[config.mk]
export PLATFORM = sky130hd
export DESIGN_NAME = utf8_decode_with_position_core
export DESIGN_NICKNAME = d
export VERILOG_FILES = /design/src/hw/rtl/utf8d_pkg.sv /design/src/hw/rtl/utf8_decode_with_position_core.sv
export SDC_FILE = /design/constraint.sdc
export NUM_CORES = 1
export LEC_CHECK = 0
export ABC_CLOCK_PERIOD_IN_PS = 4610
export BUFFER_PORTS_ARGS = -buffer_cell sky130_fd_sc_hd__buf_2
export CORE_UTILIZATION = 43
export DETAILED_ROUTE_END_ITERATION = 6
export GPL_ROUTABILITY_DRIVEN = 0
export GPL_TIMING_DRIVEN = 0
export HOLD_SLACK_MARGIN = 0.15
export PLACE_DENSITY = 0.6
export SYNTH_ARGS = -nofsm -noshare
export SYNTH_HDL_FRONTEND = slang
export SYNTH_SLANG_ARGS = --single-unit
[constraint.sdc]
create_clock -name clk -period 4.61 [get_ports clk]
set_clock_uncertainty 0.05 [all_clocks]
set_input_delay 0.461 -clock clk [delete_from_list [all_inputs] [get_ports clk]]
set_output_delay 0.461 -clock clk [all_outputs]
set_load 0.02 [all_outputs]
[src/hw/rtl/utf8d_pkg.sv]
// Shared types and constants for the UTF-8 decoder with source positions.
`default_nettype none

package utf8d_pkg;

    localparam int LINE_W   = 20;
    localparam int COLUMN_W = 16;
    localparam int OFFSET_W = 24;
    localparam int CP_W     = 21;

    localparam logic [LINE_W-1:0]   LINE_MAX   = '1;
    localparam logic [COLUMN_W-1:0] COLUMN_MAX = '1;

    localparam logic [CP_W-1:0] REPLACEMENT_CP = 21'h00FFFE;
    localparam logic [CP_W-1:0] NEWLINE_CP     = 21'h00000A;

    typedef enum logic [1:0] {
        ST_OK        = 2'd0,
        ST_MALFORMED = 2'd1,
        ST_BAD_LEAD  = 2'd2,
        ST_END       = 2'd3
    } status_t;

    typedef enum logic {
        REQ_DATA = 1'b0,
        REQ_END  = 1'b1
    } req_t;

    typedef struct packed {
        logic       req_type;
        logic [7:0] data_byte;
    } byte_item_t;

    typedef struct packed {
        logic [CP_W-1:0]     codepoint;
        status_t             status;
        logic [LINE_W-1:0]   line_number;
        logic [COLUMN_W-1:0] column_number;
        logic [OFFSET_W-1:0] start_offset;
        logic                last_of_run;
    } cp_item_t;

endpackage

`default_nettype wire

[src/hw/rtl/utf8_decode_with_position_core.sv]
// Top level of the UTF-8 decoder that tags each codepoint with line, column and offset.
`default_nettype none

// Usage
// The byte channel (byte_valid, byte_stall, byte_item) carries one item per source
// byte, or an end-of-input request. The codepoint channel (cp_valid, cp_stall,
// cp_item) returns decoded items with their line, column and start offset.
// An item is taken at a rising edge where valid is high and stall is low.
// Each byte is decoded in the cycle it is accepted and its results are registered
// into a three-entry result queue whose entry 0 drives the output.
// One byte is accepted every cycle while results drain, so the sustained rate is
// one item per cycle, limited by the single output port of the queue: a byte that
// yields two results (a broken sequence followed by an ASCII or bad lead byte, or a
// flush before the end result) holds the output for both results in turn.
// When the receiver stalls, the queue keeps filling until fewer than two entries
// would be free, and byte_stall then rises until the receiver takes results.
// Reset empties the queue and returns the position to line 1, column 1, offset 0.
// After an end request, data bytes are accepted and dropped; every further end
// request repeats the end result.
module utf8_decode_with_position_core
    import utf8d_pkg::*;
(
    input  wire logic       clk,
    input  wire logic       rst_n,
    input  wire logic       byte_valid,
    output logic            byte_stall,
    input  wire byte_item_t byte_item,
    output logic            cp_valid,
    input  wire logic       cp_stall,
    output cp_item_t        cp_item
);

    localparam int QUEUE_DEPTH = 3;

    // Decoder state.
    logic [1:0]          pending_reg, pending_next;
    logic [CP_W-1:0]     partial_reg, partial_next;
    logic [OFFSET_W-1:0] counter_reg, counter_next;
    logic [OFFSET_W-1:0] seq_start_reg, seq_start_next;
    logic [LINE_W-1:0]   line_reg, line_next;
    logic [COLUMN_W-1:0] column_reg, column_next;
    logic                ended_reg, ended_next;

    // Result queue; entry 0 drives the output.
    cp_item_t queue_reg [QUEUE_DEPTH];
    cp_item_t queue_next [QUEUE_DEPTH];
    logic [1:0] count_reg, count_next;

    logic       pop;
    logic       accept;
    logic [1:0] count_shifted;

    cp_item_t   res [2];
    logic [1:0] num_res;

    assign cp_valid = (count_reg != 2'd0);
    assign cp_item  = queue_reg[0];
    assign pop      = cp_valid && !cp_stall;

    // Entries that remain once this cycle's result leaves.
    assign count_shifted = count_reg - {1'b0, pop};
    assign byte_stall    = (count_shifted > 2'd1);
    assign accept        = byte_valid && !byte_stall;

    // Builds one result at the given position.
    function automatic cp_item_t make_result(
        input logic [CP_W-1:0]     cp,
        input status_t             st,
        input logic [OFFSET_W-1:0] start,
        input logic [LINE_W-1:0]   ln,
        input logic [COLUMN_W-1:0] col
    );
        cp_item_t r;
        r.codepoint     = cp;
        r.status        = st;
        r.line_number   = ln;
        r.column_number = col;
        r.start_offset  = start;
        r.last_of_run   = 1'b0;
        return r;
    endfunction

    // Decode of the offered byte against the current state.
    always_comb
    begin
        logic [7:0]          b;
        logic [CP_W-1:0]     gathered;
        logic [1:0]          left;
        logic [LINE_W-1:0]   ln;
        logic [COLUMN_W-1:0] col;
        logic                is_cont;
        cp_item_t            r;

        b       = byte_item.data_byte;
        is_cont = (b[7:6] == 2'b10);
        ln      = line_reg;
        col     = column_reg;

        pending_next   = pending_reg;
        partial_next   = partial_reg;
        counter_next   = counter_reg;
        seq_start_next = seq_start_reg;
        ended_next     = ended_reg;
        num_res        = 2'd0;
        res[0]         = make_result('0, ST_OK, '0, ln, col);
        res[1]         = res[0];
        r              = res[0];
        gathered       = {partial_reg[CP_W-7:0], b[5:0]};
        left           = pending_reg - 2'd1;

        if (byte_item.req_type == REQ_END)
        begin
            if (pending_reg != 2'd0)
            begin
                res[0] = make_result(REPLACEMENT_CP, ST_MALFORMED, seq_start_reg, ln, col);
                if (col != COLUMN_MAX)
                    col = col + 1'b1;
                num_res = 2'd1;
            end
            r = make_result('0, ST_END, counter_reg, ln, col);
            if (num_res == 2'd0)
                res[0] = r;
            else
                res[1] = r;
            num_res      = num_res + 2'd1;
            pending_next = 2'd0;
            partial_next = '0;
            ended_next   = 1'b1;
        end
        else if (!ended_reg)
        begin
            counter_next = counter_reg + 1'b1;
            if (pending_reg != 2'd0 && is_cont)
            begin
                pending_next = left;
                if (left == 2'd0)
                begin
                    res[0] = make_result(gathered, ST_OK, seq_start_reg, ln, col);
                    if (gathered == NEWLINE_CP)
                    begin
                        if (ln != LINE_MAX)
                            ln = ln + 1'b1;
                        col = COLUMN_W'(1);
                    end
                    else if (col != COLUMN_MAX)
                        col = col + 1'b1;
                    num_res      = 2'd1;
                    partial_next = '0;
                end
                else
                    partial_next = gathered;
            end
            else
            begin
                if (pending_reg != 2'd0)
                begin
                    res[0] = make_result(REPLACEMENT_CP, ST_MALFORMED, seq_start_reg, ln, col);
                    if (col != COLUMN_MAX)
                        col = col + 1'b1;
                    num_res      = 2'd1;
                    pending_next = 2'd0;
                    partial_next = '0;
                end
                // The byte now starts a new sequence.
                r = make_result(REPLACEMENT_CP, ST_BAD_LEAD, counter_reg, ln, col);
                priority if (b[7] == 1'b0)
                    r = make_result({{(CP_W-8){1'b0}}, b}, ST_OK, counter_reg, ln, col);
                else if (is_cont)
                    r.status = ST_MALFORMED;
                else if (b[7:5] == 3'b110)
                begin
                    partial_next   = {{(CP_W-5){1'b0}}, b[4:0]};
                    pending_next   = 2'd1;
                    seq_start_next = counter_reg;
                end
                else if (b[7:4] == 4'b1110)
                begin
                    partial_next   = {{(CP_W-4){1'b0}}, b[3:0]};
                    pending_next   = 2'd2;
                    seq_start_next = counter_reg;
                end
                else if (b[7:3] == 5'b11110)
                begin
                    partial_next   = {{(CP_W-3){1'b0}}, b[2:0]};
                    pending_next   = 2'd3;
                    seq_start_next = counter_reg;
                end
                else
                    r.status = ST_BAD_LEAD;

                if (b[7] == 1'b0 || is_cont || b[7:3] == 5'b11111)
                begin
                    if (num_res == 2'd0)
                        res[0] = r;
                    else
                        res[1] = r;
                    if (r.status == ST_OK && r.codepoint == NEWLINE_CP)
                    begin
                        if (ln != LINE_MAX)
                            ln = ln + 1'b1;
                        col = COLUMN_W'(1);
                    end
                    else if (col != COLUMN_MAX)
                        col = col + 1'b1;
                    num_res = num_res + 2'd1;
                end
            end
        end

        if (num_res == 2'd2)
            res[1].last_of_run = 1'b1;
        else
            res[0].last_of_run = 1'b1;

        line_next   = ln;
        column_next = col;
    end

    // Queue: drop the delivered entry, then append this byte's results.
    always_comb
    begin
        logic [1:0] slot;

        for (int i = 0; i < QUEUE_DEPTH - 1; i++)
        begin
            if (pop)
                queue_next[i] = queue_reg[i + 1];
            else
                queue_next[i] = queue_reg[i];
        end
        queue_next[QUEUE_DEPTH - 1] = queue_reg[QUEUE_DEPTH - 1];
        count_next = count_shifted;
        slot       = count_shifted;
        if (accept && num_res != 2'd0)
        begin
            queue_next[slot] = res[0];
            if (num_res == 2'd2)
                queue_next[slot + 2'd1] = res[1];
            count_next = count_shifted + num_res;
        end
    end

    always_ff @(posedge clk or negedge rst_n)
    begin
        if (!rst_n)
        begin
            count_reg     <= 2'd0;
            pending_reg   <= 2'd0;
            partial_reg   <= '0;
            counter_reg   <= '0;
            seq_start_reg <= '0;
            line_reg      <= LINE_W'(1);
            column_reg    <= COLUMN_W'(1);
            ended_reg     <= 1'b0;
        end
        else
        begin
            count_reg <= count_next;
            if (accept)
            begin
                pending_reg   <= pending_next;
                partial_reg   <= partial_next;
                counter_reg   <= counter_next;
                seq_start_reg <= seq_start_next;
                line_reg      <= line_next;
                column_reg    <= column_next;
                ended_reg     <= ended_next;
            end
        end
    end

    always_ff @(posedge clk)
    begin
        for (int i = 0; i < QUEUE_DEPTH; i++)
            queue_reg[i] <= queue_next[i];
    end

endmodule

`default_nettype wire

==> impl_metrics.env, run 1 <==
export IMPL_grt_max_degree=78
export IMPL_synth_simple_area_share_pct=22.9
export IMPL_cts_buffer_depth=3
export IMPL_multiInputGateArea_um2=9040
export IMPL_ys_seq_elements=356
export IMPL_drc=0
export IMPL_path_max_fanout=34
export IMPL_track_usage_pct=28.6
export IMPL_startpoint_type="flop"
export IMPL_die_y_um=212
export IMPL_design_area_um2=21700
export IMPL_first_pass_iters=5
export IMPL_nets=2429
export IMPL_synthMuxAreaShare_pct=3.93
export IMPL_min_path_type="input port to flop"
export IMPL_regArea_um2=8490
export IMPL_vias_per_cell=5.87
export IMPL_status="completed"
export IMPL_required_ns=5.02
export IMPL_die_area_um2=44900
export IMPL_grt_pass1_vias=17000
export IMPL_power_density_nw_per_um2=710
export IMPL_drt_wl_total_um=64200
export IMPL_synthXorXnorAreaFrac_pct=2.59
export IMPL_clockRootBuffer="clkbuf_16"
export IMPL_grt_overflow_total=0
export IMPL_drtIter0Drc=1934
export IMPL_maxSlewHeadroom_pct=26.8
export IMPL_yosysSeqAreaShare_pct=44.8
export IMPL_irDropWorstVdd_mv=0.440
export IMPL_tightest_slew_ns=1.09
export IMPL_final_common_cell="nand2_1"
export IMPL_clk_pin_slew_ns=0.06
export IMPL_leakage_uw=0.00927
export IMPL_ant_nets=0
export IMPL_h_tree_depth=2
export IMPL_synth_compound_area_share_pct=17.4
export IMPL_area_growth_syn_to_layout_pct=14.3
export IMPL_cts_sinks=356
export IMPL_largest_reg_flops=252
export IMPL_yosys_most_used_dff="dfxtp_1"
export IMPL_fin_util_pct=50.1
export IMPL_finalCritPeriodShare_pct=96.3
export IMPL_path_cells="inv_1 -> ha_1 -> buf_2 -> clkinv_2 -> buf_2 -> ha_1 -> a21o_1 -> a21o_1 -> o21ai_4 -> inv_2 -> buf_8 -> buf_16 -> nand2_2 -> clkbuf_4 -> nor2_1 -> a211oi_1"
export IMPL_initial_core_util_pct=43.8
export IMPL_cts_tree="built"
export IMPL_slew_violations=0
export IMPL_dieWidth_um=212
export IMPL_end_kind="flop"
export IMPL_ios=99
export IMPL_yosysUniqueCellTypes=91
export IMPL_wl_per_cell_um=21.2
export IMPL_synth_fa_ha_area_share_pct=0.594
export IMPL_finalSetupViolCount=0
export IMPL_synth_net_count=2288
export IMPL_async_flop_share_pct=29.2
export IMPL_antenna_found_initial=4
export IMPL_synthCells=2266
export IMPL_row_count=76
export IMPL_cts_buffers=41
export IMPL_clk_latency_ns=0.57
export IMPL_synth_edf_count=84
export IMPL_arrival_ns=4.85
export IMPL_hold_ws_ns=0.182
export IMPL_rsz0062_at_grt="no"
export IMPL_crit_slowest_cell="dfrtp_1"
export IMPL_synth_top_family_by_area="simple AND/OR/NAND/NOR gates"
export IMPL_dp_hpwl_um=46200
export IMPL_place_area_um2=20200
export IMPL_min_period_ns=4.44
export IMPL_coreArea_um2=43300
export IMPL_path_class="flop to flop"
export IMPL_drive_gt1_share_pct=15.3
export IMPL_grt_pass1_wl_um=98900
export IMPL_fillers=4233
export IMPL_num_vias=17700
export IMPL_hold_viol_final=0
export IMPL_numPortBuffers=95
export IMPL_cpPeakStageDelay_ns=0.40
export IMPL_synth_warnings=0
export IMPL_syn_cell_area_um2=19000
export IMPL_drv_cap=0
export IMPL_syn_area_per_cell_um2=8.37
export IMPL_power_uw=15400
export IMPL_mostFrequentLayoutCells="nand2_1 (438), nor2_1 (298), dfxtp_1 (168), buf_2 (130), clkbuf_1 (124)"
export IMPL_fmax_mhz=225
-- power breakdown --
part	internal (uW)	switching, uW	leakage (uW)
Clock	1900	1330	0.000652
Combinational	2510	4480	0.00505
Sequential	4560	611	0.00357
-- cell type report --
| class | instances | area share [%] |
|---|---|---|
| Clock buffer | 61 | 5.50 |
| Multi-Input combinational cell | 1623 | 41.7 |
| Tap cell | 585 | 3.38 |
| Buffer | 258 | 6.45 |
| Sequential cell | 356 | 39.2 |
| Antenna cell | 1 | 0.0115 |
| Inverter | 27 | 0.479 |
| Timing Repair Buffer | 100 | 2.72 |
| Clock inverter | 14 | 0.594 |
-- cells in the mapped netlist (all sizes together) (4+ instances only) --
| master | n | area share, % |
|---|---|---|
| nand2 | 441 | 8.7 |
| nor2 | 304 | 6.1 |
| dfxtp | 168 | 18 |
| buf | 137 | 4.8 |
| clkbuf | 123 | 2.4 |
| a31oi | 120 | 4.0 |
| a21oi | 119 | 3.2 |
| dfrtp | 102 | 13 |
| edfxtp | 84 | 13 |
| o21ai | 62 | 1.7 |
| nand3 | 59 | 1.6 |
| nor3 | 55 | 1.5 |
| mux2i | 44 | 2.3 |
| a211oi | 34 | 1.4 |
| xnor2 | 33 | 1.5 |
| a22oi | 28 | 1.1 |
| mux2 | 27 | 1.6 |
| o22ai | 27 | 0.89 |
| and3 | 26 | 0.86 |
| inv | 25 | 0.49 |
| nand4 | 23 | 0.98 |
| xor2 | 23 | 1.1 |
| a221oi | 17 | 0.79 |
| a22o | 17 | 0.79 |
| nor4 | 16 | 0.71 |
| o211ai | 14 | 0.55 |
| a32oi | 12 | 0.59 |
| and2 | 12 | 0.40 |
| nand2b | 11 | 0.36 |
| and4 | 9 | 0.42 |
| ha | 9 | 0.59 |
| o221a | 6 | 0.36 |
| or3 | 6 | 0.22 |
| o221ai | 5 | 0.23 |
| o31ai | 5 | 0.20 |
| or2 | 5 | 0.16 |
| a2111oi | 4 | 0.18 |
| a21o | 4 | 0.16 |
-- layer usage --
metal / wire, um / track usage (%) / vias up
li1: - / - / 8217
met1: 26800 / 37.7 / 8469
met2: 29100 / 45.6 / 872
met3: 5590 / 5.14 / 178
met4: 2620 / 13.0 / 6
met5: 38 / 0 / -
-- worst max-delay path, delay by kind of cell (launching register included) --
kind | cells | cell delay (ns)
AND/OR/NAND/NOR | 2 | 0.35
flip-flops | 1 | 0.40
adder cells (fa/ha/maj) | 2 | 0.61
buffers and inverters | 8 | 1.93
AO/OA/AOI/OAI | 4 | 0.96
-- repair_timing --
item                                    in CTS  in global routing
hold buffers                                 2                  0
gates resized for setup                     11                 21
gates cloned                                 1                  0
hold endpoints to repair                    47                  0
endpoints found under the setup margin     324                226
setup buffers                                0                  0
-- through the flow --
step	setup TNS (ns)	worst slack (ns)	std cells
2_1_floorplan	0	0.179	2266
3_3_place_gp	-314.02	-2.29	2946
3_5_place_dp	-168.66	-0.938	2948
4_1_cts	0	0.00220	3024
5_1_grt	0	0.00523	3024
6_report	0	0.170	3025
-- path summary, 6_finish.rpt --
kind	cells after the start	startpoint	slack [ns]	end
setup reg to reg	16	pending_reg[1]	0.17	queue_reg[0][108]
hold reg to reg	2	queue_reg[0][166]	0.42	queue_reg[0][82]
max in group asynchronous	3	rst_n	3.48	partial_reg[5]
setup / recovery	16	pending_reg[1]	0.17	queue_reg[0][108]
min in group asynchronous	2	rst_n	0.29	column_reg[8]
hold / removal	2	byte_item[1]	0.18	partial_reg[1]
-- kinds of logic after synthesis --
family / Yosys count
AOI/OAI and AO/OA: 502
DFF: 356
muxes: 71
adders and majority gates: 9
and+or+nand+nor: 985
xor gates and xnor gates: 56
buffers and inverters: 287
Note: power is estimated with default switching activity, not from simulation.
==> inputs of run 2 (changes only) <==
--- a/config.mk
+++ b/config.mk
@@ -5,14 +5,15 @@
 export SDC_FILE = /design/constraint.sdc
 export NUM_CORES = 1
 export LEC_CHECK = 0
-export ABC_CLOCK_PERIOD_IN_PS = 4610
+export ABC_CLOCK_PERIOD_IN_PS = 4800
 export BUFFER_PORTS_ARGS = -buffer_cell sky130_fd_sc_hd__buf_2
 export CORE_UTILIZATION = 43
 export DETAILED_ROUTE_END_ITERATION = 6
 export GPL_ROUTABILITY_DRIVEN = 0
 export GPL_TIMING_DRIVEN = 0
 export HOLD_SLACK_MARGIN = 0.15
-export PLACE_DENSITY = 0.6
+export MAX_ROUTING_LAYER = met4
+export PLACE_DENSITY = 0.57
 export SYNTH_ARGS = -nofsm -noshare
 export SYNTH_HDL_FRONTEND = slang
 export SYNTH_SLANG_ARGS = --single-unit
==> constraint.sdc (replaced) <==
create_clock -name clk -period 4.8 [get_ports clk]
set_clock_uncertainty 0.05 [all_clocks]
set_input_delay 0.48 -clock clk [delete_from_list [all_inputs] [get_ports clk]]
set_output_delay 0.48 -clock clk [all_outputs]
set_load 0.02 [all_outputs]
==> run 2 against run 1 <==
Cell area increased by 0.29%. Clock power about the same. Critical path depth decreased by 1. Via count decreased by 0.32%. Non-clock buffer count increased by 2. Sequential share of layout area decreased by 0.12 points. Critical path type is now input port to flop. Highest routed layer is now met4.
==> impl_metrics.env, run 2 (synthesis results as in run 1) <==
export IMPL_status="completed"
export IMPL_fillers=4160
export IMPL_crit_cells=15
export IMPL_nets=2432
export IMPL_cts_buffer_depth=3
export IMPL_cp_startpoint="byte_item[4]"
export IMPL_min_period_ns=4.67
export IMPL_row_count=76
export IMPL_vias_per_cell=5.83
export IMPL_cts_buffers=42
export IMPL_h_tree_depth=2
export IMPL_finalCritPeriodShare_pct=97.3
export IMPL_ant_nets=0
export IMPL_irDropWorstVdd_mv=0.359
export IMPL_slew_violations=0
export IMPL_antenna_found_initial=5
export IMPL_wl_per_cell_um=21.6
export IMPL_fin_cells=3033
export IMPL_dieWidth_um=212
export IMPL_tightest_slew_ns=1.07
export IMPL_grt_overflow_total=0
export IMPL_r2r_start="pending_reg[0]"
export IMPL_required_ns=5.17
export IMPL_first_pass_iters=7
export IMPL_cts_tree="built"
export IMPL_track_usage_pct=29.9
export IMPL_area_growth_syn_to_layout_pct=14.7
export IMPL_drive_gt1_share_pct=15.5
export IMPL_numPortBuffers=95
export IMPL_arrival_ns=5.04
export IMPL_num_vias=17700
export IMPL_end_kind="flop"
export IMPL_grt_pass1_wl_um=99400
export IMPL_r2r_cells=14
export IMPL_finalSetupViolCount=0
export IMPL_startpoint_type="input port"
export IMPL_endpoint="queue_reg[0][44]"
export IMPL_path_cells="buf_2 -> nand3_1 -> nor2b_1 -> clkbuf_1 -> clkinvlp_4 -> buf_1 -> ha_1 -> a21o_1 -> a21o_1 -> o21ai_2 -> inv_2 -> nand3_1 -> buf_4 -> clkbuf_1 -> a31oi_1"
export IMPL_fmax_mhz=214
export IMPL_hold_viol_final=0
export IMPL_hold_ws_ns=0.208
export IMPL_largest_reg_flops=252
export IMPL_crit_slowest_cell="clkbuf_1"
export IMPL_grt_pass1_vias=16600
export IMPL_path_max_fanout=10
export IMPL_initial_core_util_pct=43.8
export IMPL_min_path_type="input port to flop"
export IMPL_grt_max_degree=73
export IMPL_power_density_nw_per_um2=686
export IMPL_drv_cap=0
export IMPL_clk_latency_ns=0.58
export IMPL_mostFrequentLayoutCells="nand2_1 (439), nor2_1 (298), dfxtp_1 (168), buf_2 (131), clkbuf_1 (123)"
export IMPL_clockRootBuffer="clkbuf_16"
export IMPL_maxSlewHeadroom_pct=28.8
export IMPL_drt_wl_total_um=65600
export IMPL_clk_pin_slew_ns=0.06
export IMPL_leakage_uw=0.00931
export IMPL_final_common_cell="nand2_1"
export IMPL_drtIter0Drc=1660
export IMPL_coreArea_um2=43300
export IMPL_ios=99
export IMPL_critical_path_buf_inv_count=7
export IMPL_place_inst=2948
export IMPL_crit_family="buffers and inverters"
export IMPL_path_class="input port to flop"
export IMPL_dp_hpwl_um=47100
export IMPL_cpPeakStageDelay_ns=0.56
export IMPL_cts_sinks=356
export IMPL_drc=0
export IMPL_die_y_um=212
export IMPL_die_area_um2=44900
export IMPL_reg2reg_slack_ns=0.17
export IMPL_r2r_end="queue_reg[0][44]"
==> run 2: layer usage <==
layer / global-route usage (%) / part of all wire, %
met1: 38.9 / 43
met2: 44.9 / 45
met3: 7.06 / 9.3
met4: 11.6 / 3.5
met5: - / 0
==> run 2: per-stage QoR <==
step	setup TNS, ns	cell area, um^2	total power [uW]	util (%)	setup slack [ns]
after global placement	-254.42	20200	11400	46.6	-2.08
after CTS	0	21700	14800	50.1	0.00155
final	0	21700	14900	50.3	0.130
after detailed placement	-111.53	20200	11500	46.8	-0.697
after global routing	-0.0222	21700	15800	50.3	-0.0222
after floorplan	0	19000	9410	-	0.369
==> run 2: power by group <==
part,total [uW],internal [uW],switching (uW),leakage (uW)
Clock,3250,1910,1340,0.000695
Sequential,4960,4380,581,0.00357
Combinational,6710,2390,4320,0.00504
Total,14900,8680,6240,0.00931
==> run 2: final cells by class <==
cell class | count | area [um^2] | area share (%)
timing repair buffer | 101 | 572 | 2.63
sequential | 356 | 8490 | 39.0
buffer | 259 | 1400 | 6.42
clock inverter | 10 | 71.3 | 0.328
multi-input combinational | 1623 | 9030 | 41.5
clock buffer | 68 | 1330 | 6.13
antenna | 4 | 10.0 | 0.0460
tap | 585 | 732 | 3.37
inverter | 27 | 109 | 0.501
==> run 2: worst min-delay path by stage <==
stage / startpoint / to / slack [ns] / cells after the start
floorplan: rst_n / column_reg[10] / 0.13 / 0
CTS: byte_item[0] / partial_reg[0] / 0.19 / 3
detailed placement: rst_n / column_reg[11] / 0.37 / 1
global route: byte_item[2] / partial_reg[2] / 0.20 / 2
global placement: queue_reg[0][132] / queue_reg[0][48] / 0.41 / 2
finish: byte_item[2] / partial_reg[2] / 0.21 / 2
==> run 2: repair_timing <==
item,4_1_cts,5_1_grt
endpoints found under the setup margin,200,228
setup buffers,0,2
endpoints found under the hold margin,33,0
hold buffers,2,0
gates resized for setup,6,23
pin swaps,0,1
